<file path="config.mk">
export PLATFORM = sky130hd
export DESIGN_NAME = keyed_record_slot_table_unit
export DESIGN_NICKNAME = d
export VERILOG_FILES = /design/src/rtl/core/krst_pkg.sv /design/src/rtl/core/krst_ctrl.sv /design/src/rtl/core/krst_dp.sv /design/src/rtl/core/keyed_record_slot_table_unit.sv
export SDC_FILE = /design/constraint.sdc
export NUM_CORES = 1
export LEC_CHECK = 0
export BUFFER_PORTS_ARGS = -buffer_cell sky130_fd_sc_hd__buf_2
export CAP_MARGIN = 20
export CORE_ASPECT_RATIO = 2
export CORE_UTILIZATION = 45
export CTS_CLUSTER_SIZE = 40
export DETAILED_ROUTE_END_ITERATION = 12
export PLACE_DENSITY = 0.65
export RECOVER_POWER = 50
export SLEW_MARGIN = 5
export SYNTH_ARGS = -nofsm -noshare
export SYNTH_HDL_FRONTEND = slang
export SYNTH_SLANG_ARGS = --single-unit
</file>
<file path="constraint.sdc">
create_clock -name clk -period 6 [get_ports clk]
set_input_delay 0.3 -clock clk [delete_from_list [all_inputs] [get_ports clk]]
set_output_delay 0.3 -clock clk [all_outputs]
set_load 0.02 [all_outputs]
</file>
<file path="src/rtl/core/krst_pkg.sv">
// krst_pkg: shared types, codes and helpers for the keyed record slot table
// used by krst_ctrl, krst_dp and keyed_record_slot_table_unit; no dependencies
`default_nettype none

package krst_pkg;

  localparam int TABLE_SLOTS_DEF = 16;

  localparam int CMD_W    = 3;
  localparam int KEY_W    = 14;
  localparam int CODE_W   = 3;
  localparam int AGE_W    = 7;
  localparam int STATUS_W = 3;
  localparam int SIDX_W   = 4;

  localparam logic [CODE_W-1:0] CODE_MAX = 3'd5;
  localparam logic [AGE_W-1:0]  AGE_MAX  = 7'd99;

  // command codes
  localparam logic [CMD_W-1:0] CMD_INSERT  = 3'd0;
  localparam logic [CMD_W-1:0] CMD_REMOVE  = 3'd1;
  localparam logic [CMD_W-1:0] CMD_SET_TYP = 3'd2;
  localparam logic [CMD_W-1:0] CMD_SET_VAC = 3'd3;
  localparam logic [CMD_W-1:0] CMD_LOOKUP  = 3'd4;
  localparam logic [CMD_W-1:0] CMD_ANY     = 3'd5;

  // result status codes
  localparam logic [STATUS_W-1:0] STAT_OK       = 3'd0;
  localparam logic [STATUS_W-1:0] STAT_FULL     = 3'd1;
  localparam logic [STATUS_W-1:0] STAT_DUP      = 3'd2;
  localparam logic [STATUS_W-1:0] STAT_NOTFOUND = 3'd3;
  localparam logic [STATUS_W-1:0] STAT_BADFIELD = 3'd4;

  // stored record, 14 bits: type, color, age, vaccinated
  typedef struct packed {
    logic [CODE_W-1:0] rtype;
    logic [CODE_W-1:0] color;
    logic [AGE_W-1:0]  age;
    logic              vac;
  } rec_t;

  typedef enum logic {
    ST_IDLE,
    ST_EXEC
  } state_t;

  // controller to datapath commands
  typedef struct packed {
    logic load_in;
    logic commit;
  } dp_cmd_t;

  function automatic logic code_ok(input logic [CODE_W-1:0] c);
    code_ok = (c >= 3'd1) && (c <= CODE_MAX);
  endfunction

  function automatic logic age_ok(input logic [AGE_W-1:0] a);
    age_ok = (a >= 7'd1) && (a <= AGE_MAX);
  endfunction

endpackage

`default_nettype wire

</file>
<file path="src/rtl/core/krst_ctrl.sv">
// krst_ctrl: two-state sequencer plus output register occupancy
// depends on krst_pkg for state_t and dp_cmd_t
`default_nettype none

module krst_ctrl (
  input  wire logic            clk,
  input  wire logic            rst_n,
  input  wire logic            in_valid,
  output logic                 in_stall,
  output logic                 out_valid,
  input  wire logic            out_stall,
  output krst_pkg::dp_cmd_t    dp_cmd
);

  krst_pkg::state_t state_r, state_nxt;
  logic             out_valid_r, out_valid_nxt;

  always_ff @(posedge clk) begin
    if (!rst_n) begin
      state_r     <= krst_pkg::ST_IDLE;
      out_valid_r <= 1'b0;
    end else begin
      state_r     <= state_nxt;
      out_valid_r <= out_valid_nxt;
    end
  end

  always_comb begin
    state_nxt      = state_r;
    in_stall       = 1'b1;
    dp_cmd.load_in = 1'b0;
    dp_cmd.commit  = 1'b0;
    case (state_r)
      krst_pkg::ST_IDLE: begin
        in_stall = 1'b0;
        if (in_valid) begin
          dp_cmd.load_in = 1'b1;
          state_nxt      = krst_pkg::ST_EXEC;
        end
      end
      krst_pkg::ST_EXEC: begin
        // result register must be empty or draining this cycle
        if (!out_valid_r || !out_stall) begin
          dp_cmd.commit = 1'b1;
          state_nxt     = krst_pkg::ST_IDLE;
        end
      end
      default: begin
        state_nxt = krst_pkg::ST_IDLE;
      end
    endcase

    out_valid_nxt = out_valid_r;
    if (dp_cmd.commit) begin
      out_valid_nxt = 1'b1;
    end else if (out_valid_r && !out_stall) begin
      out_valid_nxt = 1'b0;
    end
  end

  assign out_valid = out_valid_r;

endmodule

`default_nettype wire

</file>
<file path="src/rtl/core/krst_dp.sv">
// krst_dp: slot registers, parallel key compare, first-free encoder, result register
// depends on krst_pkg for field widths, codes and rec_t
`default_nettype none

module krst_dp #(
  parameter int TABLE_SLOTS = krst_pkg::TABLE_SLOTS_DEF
) (
  input  wire logic                             clk,
  input  wire logic                             rst_n,
  input  wire krst_pkg::dp_cmd_t                dp_cmd,
  input  wire logic [krst_pkg::CMD_W-1:0]       in_command,
  input  wire logic [krst_pkg::KEY_W-1:0]       in_record_id,
  input  wire logic [krst_pkg::CODE_W-1:0]      in_type_code,
  input  wire logic [krst_pkg::CODE_W-1:0]      in_color_code,
  input  wire logic [krst_pkg::AGE_W-1:0]       in_age_years,
  input  wire logic                             in_vaccinated_flag,
  output logic [krst_pkg::STATUS_W-1:0]         out_status,
  output logic [krst_pkg::SIDX_W-1:0]           out_slot_index,
  output logic [krst_pkg::CODE_W-1:0]           out_found_type,
  output logic [krst_pkg::CODE_W-1:0]           out_found_color,
  output logic [krst_pkg::AGE_W-1:0]            out_found_age,
  output logic                                  out_found_vaccinated,
  output logic                                  out_any_occupied
);

  localparam int IDX_W = (TABLE_SLOTS > 1) ? $clog2(TABLE_SLOTS) : 1;

  // captured command
  logic [krst_pkg::CMD_W-1:0]  cmd_r;
  logic [krst_pkg::KEY_W-1:0]  key_r;
  krst_pkg::rec_t              rec_r;

  // slot table
  logic [TABLE_SLOTS-1:0]      slot_valid_r, slot_valid_nxt;
  logic [krst_pkg::KEY_W-1:0]  slot_key_r [TABLE_SLOTS];
  krst_pkg::rec_t              slot_fields_r [TABLE_SLOTS];

  // result register
  logic [krst_pkg::STATUS_W-1:0] status_r, status_nxt;
  logic [krst_pkg::SIDX_W-1:0]   sidx_r, sidx_nxt;
  krst_pkg::rec_t                res_r, res_nxt;
  logic                          any_r, any_nxt;

  logic             match_found, free_found;
  logic [IDX_W-1:0] match_idx, free_idx;
  logic             wr_en;
  logic [IDX_W-1:0] wr_idx;
  krst_pkg::rec_t   wr_rec;
  krst_pkg::rec_t   match_rec;
  logic             fields_ok;

  always_ff @(posedge clk) begin
    if (dp_cmd.load_in) begin
      cmd_r       <= in_command;
      key_r       <= in_record_id;
      rec_r.rtype <= in_type_code;
      rec_r.color <= in_color_code;
      rec_r.age   <= in_age_years;
      rec_r.vac   <= in_vaccinated_flag;
    end
  end

  // parallel compare and first-free search, lowest slot wins
  always_comb begin
    match_found = 1'b0;
    match_idx   = '0;
    free_found  = 1'b0;
    free_idx    = '0;
    for (int i = TABLE_SLOTS - 1; i >= 0; i--) begin
      if (slot_valid_r[i] && (slot_key_r[i] == key_r)) begin
        match_found = 1'b1;
        match_idx   = IDX_W'(i);
      end
      if (!slot_valid_r[i]) begin
        free_found = 1'b1;
        free_idx   = IDX_W'(i);
      end
    end
  end

  assign match_rec = slot_fields_r[match_idx];
  assign fields_ok = krst_pkg::code_ok(rec_r.rtype) && krst_pkg::code_ok(rec_r.color) &&
                     krst_pkg::age_ok(rec_r.age);

  always_comb begin
    slot_valid_nxt = slot_valid_r;
    wr_en          = 1'b0;
    wr_idx         = match_idx;
    wr_rec         = match_rec;
    status_nxt     = krst_pkg::STAT_OK;
    sidx_nxt       = '0;
    res_nxt        = '0;
    case (cmd_r)
      krst_pkg::CMD_INSERT: begin
        if (!free_found) begin
          status_nxt = krst_pkg::STAT_FULL;
        end else if (match_found) begin
          status_nxt = krst_pkg::STAT_DUP;
        end else if (!fields_ok) begin
          status_nxt = krst_pkg::STAT_BADFIELD;
        end else begin
          wr_en                    = 1'b1;
          wr_idx                   = free_idx;
          wr_rec                   = rec_r;
          slot_valid_nxt[free_idx] = 1'b1;
          sidx_nxt                 = krst_pkg::SIDX_W'(free_idx);
          res_nxt                  = rec_r;
        end
      end
      krst_pkg::CMD_REMOVE, krst_pkg::CMD_SET_TYP, krst_pkg::CMD_SET_VAC,
      krst_pkg::CMD_LOOKUP: begin
        if (!match_found) begin
          status_nxt = krst_pkg::STAT_NOTFOUND;
        end else if ((cmd_r == krst_pkg::CMD_SET_TYP) && !krst_pkg::code_ok(rec_r.rtype)) begin
          status_nxt = krst_pkg::STAT_BADFIELD;
        end else begin
          if (cmd_r == krst_pkg::CMD_REMOVE) begin
            slot_valid_nxt[match_idx] = 1'b0;
          end else if (cmd_r == krst_pkg::CMD_SET_TYP) begin
            wr_en        = 1'b1;
            wr_rec.rtype = rec_r.rtype;
          end else if (cmd_r == krst_pkg::CMD_SET_VAC) begin
            wr_en      = 1'b1;
            wr_rec.vac = rec_r.vac;
          end
          // result carries the record as it stands after the command
          sidx_nxt = krst_pkg::SIDX_W'(match_idx);
          res_nxt  = wr_rec;
        end
      end
      krst_pkg::CMD_ANY: begin
        status_nxt = krst_pkg::STAT_OK;
      end
      default: begin
        status_nxt = krst_pkg::STAT_BADFIELD;
      end
    endcase
    any_nxt = |slot_valid_nxt;
  end

  always_ff @(posedge clk) begin
    if (!rst_n) begin
      slot_valid_r <= '0;
    end else if (dp_cmd.commit) begin
      slot_valid_r <= slot_valid_nxt;
    end
  end

  always_ff @(posedge clk) begin
    if (dp_cmd.commit && wr_en) begin
      slot_key_r[wr_idx]    <= key_r;
      slot_fields_r[wr_idx] <= wr_rec;
    end
  end

  always_ff @(posedge clk) begin
    if (dp_cmd.commit) begin
      status_r <= status_nxt;
      sidx_r   <= sidx_nxt;
      res_r    <= res_nxt;
      any_r    <= any_nxt;
    end
  end

  assign out_status           = status_r;
  assign out_slot_index       = sidx_r;
  assign out_found_type       = res_r.rtype;
  assign out_found_color      = res_r.color;
  assign out_found_age        = res_r.age;
  assign out_found_vaccinated = res_r.vac;
  assign out_any_occupied     = any_r;

endmodule

`default_nettype wire

</file>
<file path="src/rtl/core/keyed_record_slot_table_unit.sv">
// keyed_record_slot_table_unit: top level, joins sequencer and slot datapath
// depends on krst_pkg, krst_ctrl and krst_dp
//
//   channel  direction  handshake            payload
//   in_      input      in_valid / in_stall  command, record_id, type, color, age, vaccinated
//   out_     output     out_valid/out_stall  status, slot_index, found_*, any_occupied
//
// every item passes two steps: capture, then key compare + first-free search + write-back
// one item at a time; the result register lets the next item be captured while
// the previous result waits, and write-back waits while that register is still full
// reset clears all slot valid bits at once, no clearing pass; table usable right after
// out_stall holds the result register; in_stall is high during write-back
`default_nettype none

module keyed_record_slot_table_unit #(
  parameter int TABLE_SLOTS = krst_pkg::TABLE_SLOTS_DEF
) (
  input  wire logic                         clk,
  input  wire logic                         rst_n,
  input  wire logic                         in_valid,
  output logic                              in_stall,
  input  wire logic [krst_pkg::CMD_W-1:0]   in_command,
  input  wire logic [krst_pkg::KEY_W-1:0]   in_record_id,
  input  wire logic [krst_pkg::CODE_W-1:0]  in_type_code,
  input  wire logic [krst_pkg::CODE_W-1:0]  in_color_code,
  input  wire logic [krst_pkg::AGE_W-1:0]   in_age_years,
  input  wire logic                         in_vaccinated_flag,
  output logic                              out_valid,
  input  wire logic                         out_stall,
  output logic [krst_pkg::STATUS_W-1:0]     out_status,
  output logic [krst_pkg::SIDX_W-1:0]       out_slot_index,
  output logic [krst_pkg::CODE_W-1:0]       out_found_type,
  output logic [krst_pkg::CODE_W-1:0]       out_found_color,
  output logic [krst_pkg::AGE_W-1:0]        out_found_age,
  output logic                              out_found_vaccinated,
  output logic                              out_any_occupied
);

  krst_pkg::dp_cmd_t dp_cmd;

  krst_ctrl u_ctrl (
    .clk       (clk),
    .rst_n     (rst_n),
    .in_valid  (in_valid),
    .in_stall  (in_stall),
    .out_valid (out_valid),
    .out_stall (out_stall),
    .dp_cmd    (dp_cmd)
  );

  krst_dp #(
    .TABLE_SLOTS (TABLE_SLOTS)
  ) u_dp (
    .clk                  (clk),
    .rst_n                (rst_n),
    .dp_cmd               (dp_cmd),
    .in_command           (in_command),
    .in_record_id         (in_record_id),
    .in_type_code         (in_type_code),
    .in_color_code        (in_color_code),
    .in_age_years         (in_age_years),
    .in_vaccinated_flag   (in_vaccinated_flag),
    .out_status           (out_status),
    .out_slot_index       (out_slot_index),
    .out_found_type       (out_found_type),
    .out_found_color      (out_found_color),
    .out_found_age        (out_found_age),
    .out_found_vaccinated (out_found_vaccinated),
    .out_any_occupied     (out_any_occupied)
  );

endmodule

`default_nettype wire

</file>
==> impl_metrics.toml <==
[global_route]
antenna_found_initial = 0
grt_max_degree = 41
grt_pass1_vias = 15000
grt_overflow = 0
grt_pass1_wl_mm = 93.7
grtUsageTotal_pct = 25.0

[critical_path]
crit_required_ns = 6.23
end_kind = "register"
rr_endpoint = "u_dp.slot_key_r[9][6]$_DFFE_PP_"
cpMaxStageDelayCell = "edfxtp_1"
arrival_ns = 5.85
regToRegSetupSlack_ns = 0.38
crit_type = "register to register"
reg2reg_from = "u_dp.key_r[2]$_DFFE_PP_"
cp_max_fo = 28
crit_top_cell = "clkbuf_1"
critPathLaunchType = "register"
cpPeakStageDelay_ns = 0.78
path_cells = "clkbuf_1 -> xnor2_1 -> nand4_1 -> nor4_1 -> nor4b_1 -> clkbuf_1 -> nand4_1 -> clkbuf_1 -> nor3_1 -> buf_4 -> nand2_1 -> a21o_1 -> nor2_2 -> clkbuf_4"
worstRegToRegCells = 14

[die]
core_um2 = 50200
die_w_um = 162
start_util_pct = 45.8
io_pins = 59
fp.dieH_um = 322
num_rows = 116
dieArea_um2 = 52100

[route]
routedWlPerCell_um = 26.5
via_count = 14400
wirelength_mm = 63.8
viasPerCell = 5.96
first_pass_iters = 8
ant_nets = 0
drc = 0
drt_iter0_markers = 833

[clocking]
cts_tree = "done"
cts_resized = 0
cts.sinks = 519
cts_root_buffer = "clkbuf_16"
cts_max_level = 2
clockBufferDepth = 3
clock_latency_ns = 0.60
clk_pin_slew_ns = 0.07
postCtsSetupBuffers = 0
holdBufCountCts = 34
cts_buffers = 43

[logic_synthesis]
synthesis.nets = 1604
synth_edf_count = 501
synth_cell_types = 82
synth_area_um2 = 23000
ys_async_sr_fraction_pct = 0
ys_warn_count = 0
yosysTopAreaCellShare_pct = 65.3
synth_cells = 1569
synth_ff_type = "edfxtp_1"
synth_area_leaders = "edfxtp_1, xnor2_1, nand4_1"
ys_seq_elements = 519
yosysTopAreaCell = "edfxtp_1"
yosysSeqAreaShare_pct = 66.9
syn_avg_cell_area_um2 = 14.7

[layout]
syn2layout_area_growth_pct = 13.3
final_cells = 2407
final_core_util_pct = 51.9
fin_area_um2 = 26100
fill_cells = 4296
layout_common_cells = "edfxtp_1, xnor2_1, nand2_1"
drive_above_1_share_pct = 15.6
fin_nets = 1758
final_common_cell = "edfxtp_1"

[placed_design]
dp_hpwl_mm = 43.7
placed_cells = 2292
place_congestion = 0.956
dpl_cell_area_um2 = 24500
port_buffers = 58

[timing]
setup_viol = 0
maxSlewHeadroom_pct = -40.8
clock_skew_ns = 0.0309
tightest_slew_ns = 2.11
fmax_mhz = 178
drv_slew = 60
timing.final.hold_violations = 0
timing.final.crit_share_pct = 93.7
finalWorstPathRequiredPeriod_ns = 5.62
grt_setup_unrepaired = "false"
fin_setup_tns_ns = 0

[pwr]
switchingPower_w = 0.00158
seq_power_share_pct = 56.4
ir_drop_mv = 0.356
switching_share_pct = 22.0
p_leak_nw = 8.25
pwr-share-comb_pct = 5.1
total_power_w = 0.00717
internal_power_w = 0.00559
p_per_area_nw_per_um2 = 275
power.share.clock_pct = 38.5

[min_path]
hold_path_startpoint = "in_valid"
hold_path.class = "input port to register"
holdPathEnd = "u_dp.rec_r[0]$_DFFE_PP_"
min_delay_path_depth = 2

[run_status]
violations = "max-capacitance violations, max-slew violations"
status = "complete, but fails checks"

[flow_run]
cap_viol_max_count = 2
-- final cells by class --
cell class | count | area (µm²) | area share [%]
timing repair buffer | 179 | 1360 | 5.22
clock inverter | 22 | 188 | 0.720
inverter | 12 | 45.0 | 0.173
antenna | 1 | 2.50 | 0.00959
tap | 649 | 812 | 3.11
multi-input combinational | 968 | 7110 | 27.3
clock buffer | 57 | 1160 | 4.44
sequential | 519 | 15400 | 59.1
-- registers in the layout, summed over array words and instances (netlist names) --
name	cells
u_dp.out_found_vaccinated	1
u_dp.out_found_age	7
u_dp.out_slot_index	4
u_dp.cmd_r	3
u_dp.out_any_occupied	1
u_dp.out_found_color	3
u_ctrl.out_valid	1
u_dp.out_status	3
u_dp.slot_key_r	224
u_dp.out_found_type	3
u_dp.key_r	14
u_dp.slot_fields_r	224
u_dp.rec_r	14
u_ctrl.state_r	1
u_dp.slot_valid_r	16
-- kinds of logic (layout without fill, tap and decap cells) --
logic type / count (synthesis) / after routing / synth area share (%)
flip-flops: 519 / 519 / 66.9
AO/OA/AOI/OAI: 183 / 183 / 5.97
multiplexers: 98 / 98 / 4.91
other: 0 / 1 / 0
buffers and inverters: 82 / 270 / 2.45
AND/OR/NAND/NOR: 463 / 463 / 11.0
XOR/XNOR: 224 / 224 / 8.80
-- critical path: cells and delay by family, from the launching register on --
family / cells / cell delay, ns
xor gates and xnor gates: 1 / 0.27
AOI/OAI and AO/OA: 1 / 0.29
DFF: 1 / 0.78
and+or+nand+nor: 7 / 1.69
buffers and inverters: 5 / 2.18
-- Yosys cell counts, types with 4 or more instances --
| master | number |
|---|---|
| a211oi_1 | 7 |
| a21boi_0 | 6 |
| a21oi_1 | 37 |
| a221o_1 | 12 |
| a222oi_1 | 10 |
| a22o_1 | 10 |
| a31oi_1 | 7 |
| a41o_1 | 4 |
| and2_1 | 8 |
| buf_1 | 4 |
| buf_2 | 9 |
| buf_4 | 6 |
| buf_6 | 23 |
| clkbuf_1 | 24 |
| dfxtp_1 | 18 |
| edfxtp_1 | 501 |
| inv_1 | 11 |
| mux2_1 | 10 |
| mux2_2 | 57 |
| mux2_4 | 13 |
| mux2i_1 | 18 |
| nand2_1 | 121 |
| nand2b_1 | 4 |
| nand3_1 | 43 |
| nand4_1 | 106 |
| nor2_1 | 58 |
| nor2b_1 | 11 |
| nor3_1 | 18 |
| nor4_1 | 35 |
| o211ai_1 | 6 |
| o21ai_0 | 20 |
| o21ai_1 | 5 |
| o22ai_1 | 12 |
| o31ai_1 | 12 |
| o41ai_1 | 4 |
| or2_2 | 8 |
| or3_1 | 5 |
| or4_1 | 10 |
| or4b_1 | 10 |
| xnor2_1 | 217 |
| xnor2_2 | 6 |
-- power groups by stage --
stage,Clock [W],Sequential [W],Combinational (W)
detailed placement,0,0.00412,0.000358
global route,0.00292,0.00404,0.000393
global placement,0,0.00412,0.000354
floorplan,0,0.00411,0.000225
CTS,0.00280,0.00404,0.000378
finish,0.00276,0.00404,0.000369
-- through the flow --
step / setup slack, ns / hold slack [ns]
after global routing: 0.227 / 0.257
final: 0.378 / 0.248
after floorplan: 1.18 / 0.399
after global placement: 0.888 / 0.477
after CTS: 0.682 / 0.305
after detailed placement: 0.697 / 0.478
-- routing by layer --
metal	GRT usage [%]	part of all wire, %	up-vias
li1	-	-	6390
met1	25.0	34	7196
met2	47.0	54	539
met3	2.72	4.1	227
met4	18.4	7.9	0
met5	0	0	-
-- worst max-delay path by stage --
stage | start | endpoint | slack [ns] | depth (start not counted)
3_3_place_gp | u_dp.key_r[7]$_DFFE_PP_ | u_dp.slot_fields_r[0][9]$_DFFE_PP_ | 0.89 | 12
6_report | u_dp.key_r[2]$_DFFE_PP_ | u_dp.slot_key_r[9][6]$_DFFE_PP_ | 0.38 | 14
3_5_place_dp | u_dp.key_r[7]$_DFFE_PP_ | u_dp.slot_fields_r[11][4]$_DFFE_PP_ | 0.70 | 11
5_1_grt | u_dp.key_r[2]$_DFFE_PP_ | u_dp.slot_key_r[9][0]$_DFFE_PP_ | 0.23 | 14
2_1_floorplan | u_dp.key_r[1]$_DFFE_PP_ | u_dp.slot_fields_r[15][0]$_DFFE_PP_ | 1.18 | 12
4_1_cts | u_dp.key_r[7]$_DFFE_PP_ | u_dp.slot_fields_r[6][4]$_DFFE_PP_ | 0.68 | 11
Note: power is estimated with default switching activity, not from simulation.
